--- config.mk ---
export PLATFORM = sky130hd
export DESIGN_NAME = refcounted_slot_allocator_core
export DESIGN_NICKNAME = d
export VERILOG_FILES = /design/src/rsa_pkg.sv /design/src/rsa_ctrl.sv /design/src/rsa_datapath.sv /design/src/refcounted_slot_allocator_core.sv
export SDC_FILE = /design/constraint.sdc
export NUM_CORES = 1
export LEC_CHECK = 0
export BUFFER_PORTS_ARGS = -buffer_cell sky130_fd_sc_hd__clkbuf_2
export CAP_MARGIN = 10
export CORE_MARGIN = 4
export CORE_UTILIZATION = 40
export CTS_CLUSTER_SIZE = 28
export DETAILED_ROUTE_END_ITERATION = 10
export PLACE_DENSITY = 0.63
export SYNTH_ARGS = -nofsm -noshare
export SYNTH_HDL_FRONTEND = slang
export SYNTH_HIERARCHICAL = 1
export SYNTH_SLANG_ARGS = --single-unit
export TNS_END_PERCENT = 1
--- constraint.sdc ---
create_clock -name clk -period 11.6 [get_ports clk]
set_input_delay 2.32 -clock clk [delete_from_list [all_inputs] [get_ports clk]]
set_output_delay 2.32 -clock clk [all_outputs]
set_load 0.01 [all_outputs]
--- src/rsa_pkg.sv ---
// Shared types and codes for the reference-counted slot allocator.
package rsa_pkg;

	// Request commands.
	localparam logic CMD_USE   = 1'b0;
	localparam logic CMD_UNUSE = 1'b1;

	// Result status codes.
	localparam logic [2:0] STAT_OK       = 3'd0;
	localparam logic [2:0] STAT_INVALID  = 3'd1;
	localparam logic [2:0] STAT_DENIED   = 3'd2;
	localparam logic [2:0] STAT_FULL     = 3'd3;
	localparam logic [2:0] STAT_NOTFOUND = 3'd4;
	localparam logic [2:0] STAT_OVERFLOW = 3'd5;

	typedef struct packed {
		logic        command;
		logic [15:0] owner_id;
		logic [7:0]  slot_value;
	} req_item_t;

	typedef struct packed {
		logic [2:0] status;
		logic       var_write;
		logic [3:0] var_value;
	} rsp_item_t;

	// Commands from the controller to the datapath.
	typedef struct packed {
		logic load;    // capture the request and read its slot entry
		logic commit;  // update the table and load the result register
	} rsa_ctl_t;

endpackage

--- src/rsa_ctrl.sv ---
// Controller state machine: request acceptance, commit timing and result valid.
module rsa_ctrl (
	input  logic              clk,
	input  logic              arst_n,
	input  logic              req_valid,
	output logic              req_stall,
	output logic              rsp_valid,
	input  logic              rsp_stall,
	output rsa_pkg::rsa_ctl_t ctl
);

	localparam logic S_IDLE = 1'b0;
	localparam logic S_EXEC = 1'b1;

	logic state_q;
	logic out_valid_q;
	logic can_commit;

	assign req_stall  = (state_q != S_IDLE);
	assign rsp_valid  = out_valid_q;
	// The result register is free when empty or being emptied this cycle.
	assign can_commit = !out_valid_q || !rsp_stall;

	always_comb begin
		ctl.load   = (state_q == S_IDLE) && req_valid;
		ctl.commit = (state_q == S_EXEC) && can_commit;
	end

	always_ff @(posedge clk or negedge arst_n) begin
		if (!arst_n) begin
			state_q     <= S_IDLE;
			out_valid_q <= 1'b0;
		end else begin
			unique case (state_q)
				S_IDLE: begin
					if (req_valid)
						state_q <= S_EXEC;
				end
				S_EXEC: begin
					if (can_commit)
						state_q <= S_IDLE;
				end
				default: state_q <= S_IDLE;
			endcase
			if (ctl.commit)
				out_valid_q <= 1'b1;
			else if (!rsp_stall)
				out_valid_q <= 1'b0;
		end
	end

endmodule

--- src/rsa_datapath.sv ---
// Datapath: slot table memory, occupancy bits, free-slot search and result register.
module rsa_datapath #(
	parameter int NUM_SLOTS  = 16,
	parameter int COUNT_BITS = 16
) (
	input  logic               clk,
	input  logic               arst_n,
	input  rsa_pkg::rsa_ctl_t  ctl,
	input  rsa_pkg::req_item_t req,
	output rsa_pkg::rsp_item_t rsp
);

	localparam int SLOT_BITS = $clog2(NUM_SLOTS);

	// Table memory; an entry whose occupancy bit is clear reads as free.
	logic [15:0]           owner_mem [NUM_SLOTS];
	logic [COUNT_BITS-1:0] count_mem [NUM_SLOTS];
	logic                  flag_mem  [NUM_SLOTS];
	logic [NUM_SLOTS-1:0]  occ_q;

	// Captured request and read data.
	logic                  cmd_q;
	logic [15:0]           owner_q;
	logic [7:0]            sv_q;
	logic [SLOT_BITS-1:0]  free_idx_q;
	logic                  free_found_q;
	logic [15:0]           rd_owner_q;
	logic [COUNT_BITS-1:0] rd_count_q;
	logic                  rd_flag_q;
	logic                  rd_occ_q;
	rsa_pkg::rsp_item_t    rsp_q;

	// Request-side decode.
	logic                  req_in_range;
	logic [SLOT_BITS-1:0]  req_idx;
	logic [SLOT_BITS-1:0]  free_idx;
	logic                  free_found;

	// Execute-side decode.
	logic                  sv_in_range;
	logic [SLOT_BITS-1:0]  sv_idx;
	logic [15:0]           cur_owner;
	logic [COUNT_BITS-1:0] cur_count;
	logic                  cur_flag;
	logic [SLOT_BITS+3:0]  free_idx_ext;

	// Update decisions.
	logic                  wr_en;
	logic [SLOT_BITS-1:0]  wr_idx;
	logic [15:0]           wr_owner;
	logic [COUNT_BITS-1:0] wr_count;
	logic                  wr_flag;
	logic                  occ_set;
	logic                  occ_clr;
	rsa_pkg::rsp_item_t    result;

	assign req_in_range = ({1'b0, req.slot_value} < 9'(NUM_SLOTS));
	assign req_idx      = req_in_range ? req.slot_value[SLOT_BITS-1:0] : '0;

	// Lowest free slot above the reserved slot 0.
	always_comb begin
		free_idx   = '0;
		free_found = 1'b0;
		for (int i = NUM_SLOTS - 1; i >= 1; i--) begin
			if (!occ_q[i]) begin
				free_idx   = SLOT_BITS'(i);
				free_found = 1'b1;
			end
		end
	end

	assign sv_in_range  = ({1'b0, sv_q} < 9'(NUM_SLOTS));
	assign sv_idx       = sv_q[SLOT_BITS-1:0];
	assign cur_owner    = rd_occ_q ? rd_owner_q : '0;
	assign cur_count    = rd_occ_q ? rd_count_q : '0;
	assign cur_flag     = rd_occ_q ? rd_flag_q  : 1'b0;
	assign free_idx_ext = {4'b0000, free_idx_q};

	always_comb begin
		wr_en            = 1'b0;
		wr_idx           = sv_idx;
		wr_owner         = owner_q;
		wr_count         = cur_count;
		wr_flag          = cur_flag;
		occ_set          = 1'b0;
		occ_clr          = 1'b0;
		result.status    = rsa_pkg::STAT_OK;
		result.var_write = 1'b0;
		result.var_value = 4'd0;
		if (cmd_q == rsa_pkg::CMD_USE) begin
			if (owner_q == 16'd0 || !sv_in_range) begin
				result.status = rsa_pkg::STAT_INVALID;
			end else if (sv_q != 8'd0) begin
				if (cur_owner == owner_q) begin
					if (cur_count == '1) begin
						result.status = rsa_pkg::STAT_OVERFLOW;
					end else begin
						wr_en    = 1'b1;
						wr_count = cur_count + 1'b1;
					end
				end else if (cur_owner != 16'd0) begin
					result.status = rsa_pkg::STAT_DENIED;
				end else begin
					// Claiming a named free slot leaves the assigned flag clear.
					wr_en    = 1'b1;
					wr_count = COUNT_BITS'(1);
					wr_flag  = 1'b0;
					occ_set  = 1'b1;
				end
			end else if (free_found_q) begin
				wr_en            = 1'b1;
				wr_idx           = free_idx_q;
				wr_count         = COUNT_BITS'(1);
				wr_flag          = 1'b1;
				occ_set          = 1'b1;
				result.var_write = 1'b1;
				result.var_value = free_idx_ext[3:0];
			end else begin
				result.status = rsa_pkg::STAT_FULL;
			end
		end else begin
			if (owner_q == 16'd0 || sv_q == 8'd0 || !sv_in_range
					|| cur_owner != owner_q) begin
				result.status = rsa_pkg::STAT_NOTFOUND;
			end else if (cur_count > COUNT_BITS'(1)) begin
				wr_en    = 1'b1;
				wr_count = cur_count - 1'b1;
			end else begin
				// Last use gone: free the slot and clear an allocator-set variable.
				occ_clr          = 1'b1;
				result.var_write = cur_flag;
			end
		end
	end

	// Memory: read at request capture, written at commit.
	always_ff @(posedge clk) begin
		if (ctl.load) begin
			rd_owner_q <= owner_mem[req_idx];
			rd_count_q <= count_mem[req_idx];
			rd_flag_q  <= flag_mem[req_idx];
		end
		if (ctl.commit && wr_en) begin
			owner_mem[wr_idx] <= wr_owner;
			count_mem[wr_idx] <= wr_count;
			flag_mem[wr_idx]  <= wr_flag;
		end
	end

	always_ff @(posedge clk) begin
		if (ctl.load) begin
			cmd_q        <= req.command;
			owner_q      <= req.owner_id;
			sv_q         <= req.slot_value;
			free_idx_q   <= free_idx;
			free_found_q <= free_found;
			rd_occ_q     <= occ_q[req_idx];
		end
		if (ctl.commit)
			rsp_q <= result;
	end

	always_ff @(posedge clk or negedge arst_n) begin
		if (!arst_n) begin
			occ_q <= '0;
		end else if (ctl.commit) begin
			if (occ_set)
				occ_q[wr_idx] <= 1'b1;
			else if (occ_clr)
				occ_q[sv_idx] <= 1'b0;
		end
	end

	assign rsp = rsp_q;

endmodule

--- src/refcounted_slot_allocator_core.sv ---
// Top level of the reference-counted slot allocator.
// The block keeps a table of NUM_SLOTS slots, each holding an owner id, a use
// count of COUNT_BITS bits and an assigned-by-allocator flag; slot 0 is reserved.
// A use request with slot 0 takes the lowest free slot and returns it for the
// owner's variable; a use naming a slot claims it when free or adds a use when
// the same owner holds it. An unuse request drops one use and frees the slot at
// zero, clearing the owner's variable when the allocator had chosen the slot.
// Each request is first captured, its slot entry read and the occupancy bits
// searched for the lowest free slot, then decided and written back to the
// table. A new request is taken only after the last one has been committed,
// and a result waiting on the downstream side delays the next commit. No
// clearing pass is needed after reset: per-slot occupancy bits mark the table
// free at once.
module refcounted_slot_allocator_core #(
	parameter int NUM_SLOTS  = 16,
	parameter int COUNT_BITS = 16
) (
	input  logic               clk,
	input  logic               arst_n,
	input  logic               req_valid,
	output logic               req_stall,
	input  rsa_pkg::req_item_t req,
	output logic               rsp_valid,
	input  logic               rsp_stall,
	output rsa_pkg::rsp_item_t rsp
);

	rsa_pkg::rsa_ctl_t ctl;

	rsa_ctrl u_ctrl (
		.clk       (clk),
		.arst_n    (arst_n),
		.req_valid (req_valid),
		.req_stall (req_stall),
		.rsp_valid (rsp_valid),
		.rsp_stall (rsp_stall),
		.ctl       (ctl)
	);

	rsa_datapath #(
		.NUM_SLOTS  (NUM_SLOTS),
		.COUNT_BITS (COUNT_BITS)
	) u_datapath (
		.clk    (clk),
		.arst_n (arst_n),
		.ctl    (ctl),
		.req    (req),
		.rsp    (rsp)
	);

endmodule
Yosys cells after proc, flatten, opt, wreduce, memory -nomap -nowiden

Memories as Yosys holds them, arrays and structs flattened. A register that Yosys moved wholly into a read port is not among the register bits.
Cells that the tools add are included.

Word-level logic and storage cells: 141
Memory bits (read-only): 0
Register bits: 57
Memories: 3
Input bits: 29
Latch bits: 0
Memory bits (writable): 528
Output and inout bits: 10

Eq/ne operators: 4
Multiply operators: 0
Divide/modulo/power cells: 0
Reduce and logical (&&, ||, !) cells: 23
$add $sub $neg: 2
Multiplexer cells: 82
Bitwise logic cells: 5
Shift-type cells: 0
$lt $le $gt $ge: 8

Memories:

| memory               | depth | bits a word | read ports | clocked after memory_dff | wr ports | RTL line           | RTL |
|---|---|---|---|---|---|---|---|
| u_datapath.count_mem | 16    | 16          | 1          | 1                        | 1        | rsa_datapath.sv:17 | `logic [COUNT_BITS-1:0] count_mem [NUM_SLOTS];` |
| u_datapath.owner_mem | 16    | 16          | 1          | 1                        | 1        | rsa_datapath.sv:16 | `logic [15:0] owner_mem [NUM_SLOTS];` |
| u_datapath.flag_mem  | 16    | 1           | 1          | 1                        | 1        | rsa_datapath.sv:18 | `logic flag_mem [NUM_SLOTS];` |

Operators by type and width:

| kind                                                                                | number |
|---|---|
| 16-bit 2-to-1 mux                                                                   | 13 |
| 4-bit 2-to-1 mux                                                                    | 14 |
| 1-bit 2-to-1 mux                                                                    | 35 |
| 3-bit 2-to-1 mux                                                                    | 9 |
| 16-bit by 1-bit adder with 16-bit output, second input constant                     | 1 |
| 16-bit bitwise AND                                                                  | 1 |
| 16-bit equality test                                                                | 1 |
| 16-bit equality test, second input constant                                         | 1 |
| 16-bit by 1-bit > comparator with 1-bit output, second input constant               | 1 |
| 16-bit logical NOT                                                                  | 1 |
| 8-bit by 5-bit less-than comparator with 1-bit output, second input constant        | 2 |
| 16-bit inequality test                                                              | 1 |
| 16-bit NOT                                                                          | 1 |
| 16-bit bitwise OR                                                                   | 1 |
| 16-bit nonzero test                                                                 | 1 |
| 16-bit by 1-bit subtractor with 16-bit output, second input constant                | 1 |
| 4-bit by 5-bit less-than comparator with 1-bit output, second input constant        | 3 |
| 5-bit 2-to-1 mux                                                                    | 3 |
| 14-bit AND reduction                                                                | 1 |
| 1-bit demux with 4-bit select                                                       | 2 |
| 4-bit by 1-bit greater-or-equal comparator with 1-bit output, second input constant | 2 |
| 8-bit logical NOT                                                                   | 1 |
| 2-bit 2-to-1 mux                                                                    | 4 |
| 8-bit nonzero test                                                                  | 1 |
| other kinds (12)                                                                    | 23 |

Logic depth before layout (Yosys ltp)

Word-level depth: 14
Depth in mapped cells: 14
Gate-level depth less buffers: 9

Cells and area by module

The synthesis kept the hierarchy.

Modules (own cells, without submodules):

| module       | seq. area each (um^2) | times used | cells an instance | area each (um^2) |
|---|---|---|---|---|
| rsa_datapath | 18417.7               | 1          | 1793              | 26289.0 |
| rsa_ctrl     | 50.0                  | 1          | 6                 | 83.8 |

Least setup slack after synthesis

No wires, ideal clock.

Kind: in2reg
Start point: input rsp_stall
End point: memory u_datapath.count_mem[13][0] (enable)
Cell stages on the path: 4
Data required time: 11136 ps
Path buffers: 0
Path slack: 4914 ps
Arrival time: 6222 ps
Library setup time: 464 ps
Cells stage by stage: a21boi_0 -> nand2b_1 -> or3_1 -> nor3_1

Longest elaborated chain between the ends: 6

RTL lines:

| element                                | RTL line                             | RTL |
|---|---|---|
| start: declaration                     | refcounted_slot_allocator_core.sv:24 | `input logic rsp_stall,` |
| 1-bit logical NOT                      | rsa_ctrl.sv:22                       | `assign can_commit = !out_valid_q \|\| !rsp_stall;` |
| 1-bit logical OR                       | rsa_ctrl.sv:22                       |  |
| 1-bit logical AND                      | rsa_ctrl.sv:26                       | `ctl.commit = (state_q == S_EXEC) && can_commit;` |
| 1-bit logical AND                      | rsa_datapath.sv:143                  | `if (ctl.commit && wr_en) begin` |
| 1-bit 2-to-1 mux                       | rsa_datapath.sv:143                  |  |
| 1-bit 2-to-1 mux (implied by the code) | rsa_datapath.sv:145                  | `count_mem[wr_idx] <= wr_count;` |
| end: declaration                       | rsa_datapath.sv:17                   |  |

No other way between the ends.

Worst setup path in the final report

Start point: register u_datapath.owner_q[0]
End point: memory u_datapath.owner_mem[4][1] (enable)

Longest elaborated chain between the ends: 9
Elaborated cells on any way between the ends: 17
Classes of those cells: eq/ne (2); mux (9); reduce/logical (6)

RTL lines:

| element                                                                      | RTL line            | RTL |
|---|---|---|
| start: declaration                                                           | rsa_datapath.sv:23  | `logic [15:0] owner_q;` |
| start signal: assignment                                                     | rsa_datapath.sv:153 | `owner_q <= req.owner_id;` |
| parallel branches: the longest is 9 deep, another holds 16-bit equality test | --                  |  |
| end: declaration                                                             | rsa_datapath.sv:16  |  |

Several ways; the timed one is not identified.

==> impl_summary.txt <==
----------------------------------------------------
[Outcome]
  Result of the run ... completed

[Clock tree]
  Clk root buf ... sky130_fd_sc_hd__clkbuf_16
  Clock tree from TritonCTS ... done
  Worst-path clk slew ... roughly 60 ps
  Depth of the CTS H-tree ... 2
  Skew-Pair Late Insertion Delay ... between 600 and 700 ps
  Post-CTS setup-driven buffer insertion count ... 0
  Hold buffer count at CTS ... 0
  TritonCTS Buffers ... 60
  Maximum root-to-sink buffer count ... 3
  Post-cts sizing count ... 0
  Sink count of the clock tree ... 618

[Yosys]
  Top cell types by occurrence after synthesis ... sky130_fd_sc_hd__edfxtp_1, sky130_fd_sc_hd__mux2_2, sky130_fd_sc_hd__a21oi_1, sky130_fd_sc_hd__clkbuf_1, sky130_fd_sc_hd__o21ai_0
  Summed instance area of the synthesized netlist ... between 20000 and 30000 um2
  Largest area contributor in the synthesized netlist ... sky130_fd_sc_hd__edfxtp_1
  Number of nets produced by synthesis ... 1831
  Cell types with the largest area share after synthesis ... sky130_fd_sc_hd__edfxtp_1, sky130_fd_sc_hd__mux2_2, sky130_fd_sc_hd__a21oi_1, sky130_fd_sc_hd__a221oi_1, sky130_fd_sc_hd__mux2i_1
  Post-synthesis sequential area ratio ... between 70% and 80%
  Average cell area after synthesis ... 14.7 um2
  Synth unique cells ... slightly below 70
  Yosys Warn Count ... 6
  Proportion of synthesized flip-flops having asynchronous set or reset ... under 10%
  Synth top area share ... 68.3%
  Top flip-flop cell by instance count after synthesis ... sky130_fd_sc_hd__edfxtp_1
  Mapped Cells ... between 1.5k and 2k
  EDFF count, synth ... 600
  Most common cell in the synthesized netlist ... sky130_fd_sc_hd__edfxtp_1
  Register bit total from synthesis ... approximately 600

[Floorplanning]
  Die footprint ... between 70000 and 80000 um2
  Height of the die ... about 260 um
  Initial Utilization ... about two fifths
  Number of top-level pins ... 39
  Die Wd ... 265 um
  Std-Cell Rows ... 93
  Core Box Area ... 64800 um2

[STA]
  Final period utilization ... between 40% and 50%
  Slew at the pin with the worst max-slew slack ... approximately 1400 ps
  Maximum clock frequency ... between 0.2 and 0.25 GHz
  Final count of pins violating max slew ... 0
  Hold Fails Final Rpt ... 0
  RSZ-0062 raised after global routing ... no
  Final number of setup-violating endpoints ... 0
  Worst slew margin ... 6.89%
  Final TNS setup ... 0 ps
  Time the worst path needs with I/O delays and setup ... 4800 ps
  Clock tree skew after final layout ... ~18 ps

[Worst hold path]
  Worst Hold Endpoint ... u_datapath/occ_q[0]
  Type of the most critical hold path ... reg2reg
  Origin of the worst min-delay path ... u_datapath/occ_q[0]
  Hold-critical path depth ... 1

[Route]
  Post-detailed-route DRC marker count ... 0
  Number of vias per cell after detailed routing ... around 6
  Aggregate routed wire length ... ~70000 um
  Average wire per cell in the routed design ... 25.9 um
  Starting DRC count in detailed routing ... around 1.8k
  Pre-antenna DRT Iters ... 6
  Detailed-route via count ... roughly 17k
  Post-route antenna net violation count ... 0

[Power]
  Gate power share ... 5.2%
  Reg power frac ... around 54%
  Power per cell area ... around 160 nW/um2
  Pleak ... 9.65 nW
  Internal Pwr Total ... 0.00367 W
  NetSw ... around 0.0010 W
  Net switching share of the total power ... between 20% and 30%
  Clock Power Share ... about two fifths
  Worst IR drop on VDD ... about 0.00010 V

[Critical path]
  Source of the worst register-to-register timing path ... u_datapath/owner_q[0]
  Critical Setup Path Class ... reg2reg
  Worst endpoint required time ... approximately 12000 ps
  Critical path launch point type ... flop
  RR Endpoint ... u_datapath/owner_mem[4][1]
  Signal arrival time at the worst endpoint ... 5050 ps
  Critical Path End Type ... flop
  Largest fanout on the critical path ... 27
  Worst reg-to-reg setup slack ... just under 7000 ps
  Number of cells on the worst reg-to-reg path ... 7

[Placed design]
  Post-detail-place hpwl ... between 30000 and 40000 um
  PortBufs ... 38
  Final GP Congestion ... between 0.9 and 1
  Cell count after placement ... about 2.6k

[Global route]
  Largest net degree at the start of global routing ... between 70 and 80
  Global-route wire length before repair ... roughly 110000 um
  Global route overflow ... 0
  Gr usage total ... 19.5%
  Number of global-route vias before repair ... 16.7k
  Antenna violations before repair ... 0

[Flow run]
  Reported max-cap violation count ... 0

[Layout]
  Fill cells ... between 5k and 6k
  Layout cells sized above 1 ... 19.3%
  Synthesis-to-finish area growth ... 12.2%
  Post-route insts no fill ... 2732
  Final Net Count ... around 1.9k

----------------------------------------------------
[power by group through the flow]
stage	sequential (W)	combinational [W]	clock [W]
after CTS	0.00255	0.000244	0.00194
final	0.00255	0.000247	0.00191
after global routing	0.00255	0.000266	0.00204
after detailed placement	0.00259	0.000244	0
after floorplan	0.00257	0.000157	0
after global placement	0.00259	0.000238	0
[stage by stage]
stage | hold WS [ps] | power, W | utilization, % | setup WS (ps) | instance area, um2
2_1_floorplan | 441 | 0.00273 | - | 4910 | 26400
3_3_place_gp | 457 | 0.00283 | 42.7 | 6390 | 27700
3_5_place_dp | 474 | 0.00284 | 42.7 | 6330 | 27700
4_1_cts | 488 | 0.00473 | 45.6 | 6930 | 29600
5_1_grt | 497 | 0.00486 | 45.6 | 6580 | 29600
6_report | 491 | 0.00470 | 45.6 | 6800 | 29600
[worst max-delay path by stage]
stage,cells past startpoint,from,endpoint,slack (ps)
final,7,u_datapath/owner_q[0],u_datapath/owner_mem[4][1],6800
after global placement,8,req[7],u_datapath/rd_owner_q[2],6390
after CTS,7,u_datapath/owner_q[14],u_datapath/owner_mem[4][0],6930
after detailed placement,8,req[1],u_datapath/rd_owner_q[2],6330
after global routing,11,u_datapath/rd_occ_q,u_datapath/owner_mem[4][5],6580
after floorplan,4,rsp_stall,u_datapath/count_mem[13][0],4910
[layout by cell type (no fill, tap or decap), types with 5 or more instances in the layout]
master                      synthesis  routed
sky130_fd_sc_hd__nand3_1           60      60
sky130_fd_sc_hd__inv_1             13      13
sky130_fd_sc_hd__and4_1             5       5
sky130_fd_sc_hd__nand2_1           79      75
sky130_fd_sc_hd__a31oi_1           48      48
sky130_fd_sc_hd__o31ai_1           38      38
sky130_fd_sc_hd__a22o_1             6       6
sky130_fd_sc_hd__mux2_2           153     153
sky130_fd_sc_hd__clkbuf_2           0      35
sky130_fd_sc_hd__nand4_1           27      27
sky130_fd_sc_hd__xnor2_1           11      11
sky130_fd_sc_hd__a2bb2oi_1          8       8
sky130_fd_sc_hd__nor3_2             0      12
sky130_fd_sc_hd__mux2i_1           55      55
sky130_fd_sc_hd__edfxtp_1         600     600
sky130_fd_sc_hd__nor2_1            54      53
sky130_fd_sc_hd__clkbuf_1         104      16
sky130_fd_sc_hd__nand4b_1           9       9
sky130_fd_sc_hd__a221oi_1          69      69
sky130_fd_sc_hd__dfrtp_1           18      18
sky130_fd_sc_hd__nor2b_1           22      21
sky130_fd_sc_hd__o21ai_0           89      88
sky130_fd_sc_hd__and2_2             0       5
sky130_fd_sc_hd__nor3_1            38      26
sky130_fd_sc_hd__or4_1             12      11
sky130_fd_sc_hd__nor4_1            20      18
sky130_fd_sc_hd__and2_1            12       7
sky130_fd_sc_hd__clkinv_2           0       7
sky130_fd_sc_hd__o211ai_1           6       6
sky130_fd_sc_hd__a21oi_1          128     128
sky130_fd_sc_hd__or3_1              6       6
sky130_fd_sc_hd__buf_4              2      53
sky130_fd_sc_hd__bufinv_16          0       5
sky130_fd_sc_hd__clkbuf_16          0      61
sky130_fd_sc_hd__clkinv_1           0      15
sky130_fd_sc_hd__o221ai_1          21      21
[flip-flops by register name, summed over array words and instances (netlist names), 8 cells and up]
name	flops
u_datapath/rd_owner_q	16
u_datapath/flag_mem	16
u_datapath/rsp	8
u_datapath/occ_q	16
u_datapath/sv_q	8
u_datapath/owner_mem	256
u_datapath/rd_count_q	16
u_datapath/count_mem	256
u_datapath/owner_q	16
[critical path, cell delays in order (launching register included)]
cell	delay, ps
sky130_fd_sc_hd__edfxtp_1	810
sky130_fd_sc_hd__nor4_1	220
sky130_fd_sc_hd__and4_1	450
sky130_fd_sc_hd__or3_1	590
sky130_fd_sc_hd__nand2b_1	460
sky130_fd_sc_hd__o21a_1	520
sky130_fd_sc_hd__nor3_2	730
sky130_fd_sc_hd__buf_4	590
[area by class of cell]
| class | count | area, um2 | share of cell area [%] |
|---|---|---|---|
| flip-flops and latches | 618 | 18500 | 62.4 |
| multi-input cells | 1043 | 7480 | 25.3 |
| clock buffers | 80 | 1630 | 5.50 |
| well taps | 855 | 1070 | 3.62 |
| repair buffers | 91 | 601 | 2.03 |
| clock inverters | 31 | 287 | 0.969 |
| inverters | 13 | 48.8 | 0.165 |
| diodes | 1 | 2.50 | 0.00846 |
[metal layers]
metal  track usage, %  vias to the layer above  part of all wire [%]  wire length (um)
li1                 -                     7304                     -                 -
met1             27.6                     8539                    43             30400
met2             31.0                      791                    46             32300
met3             3.25                      154                   8.2              5790
met4             6.38                        0                   3.1              2190
met5                0                        -                     0                 0
[cells by family (layout without fill, tap and decap cells)]
logic type / after synthesis / after routing / share of synthesized area [%]
buffers and inverters: 138 / 215 / 2.04
other: 0 / 1 / 0
multiplexers: 208 / 208 / 8.62
adder cells (fa/ha/maj): 3 / 3 / 0.142
AO/OA/AOI/OAI: 453 / 453 / 11.3
AND/OR/NAND/NOR: 367 / 367 / 7.44
XOR/XNOR: 12 / 12 / 0.399
flip-flops: 618 / 618 / 70.0
Power figures use the tool's default switching activity.
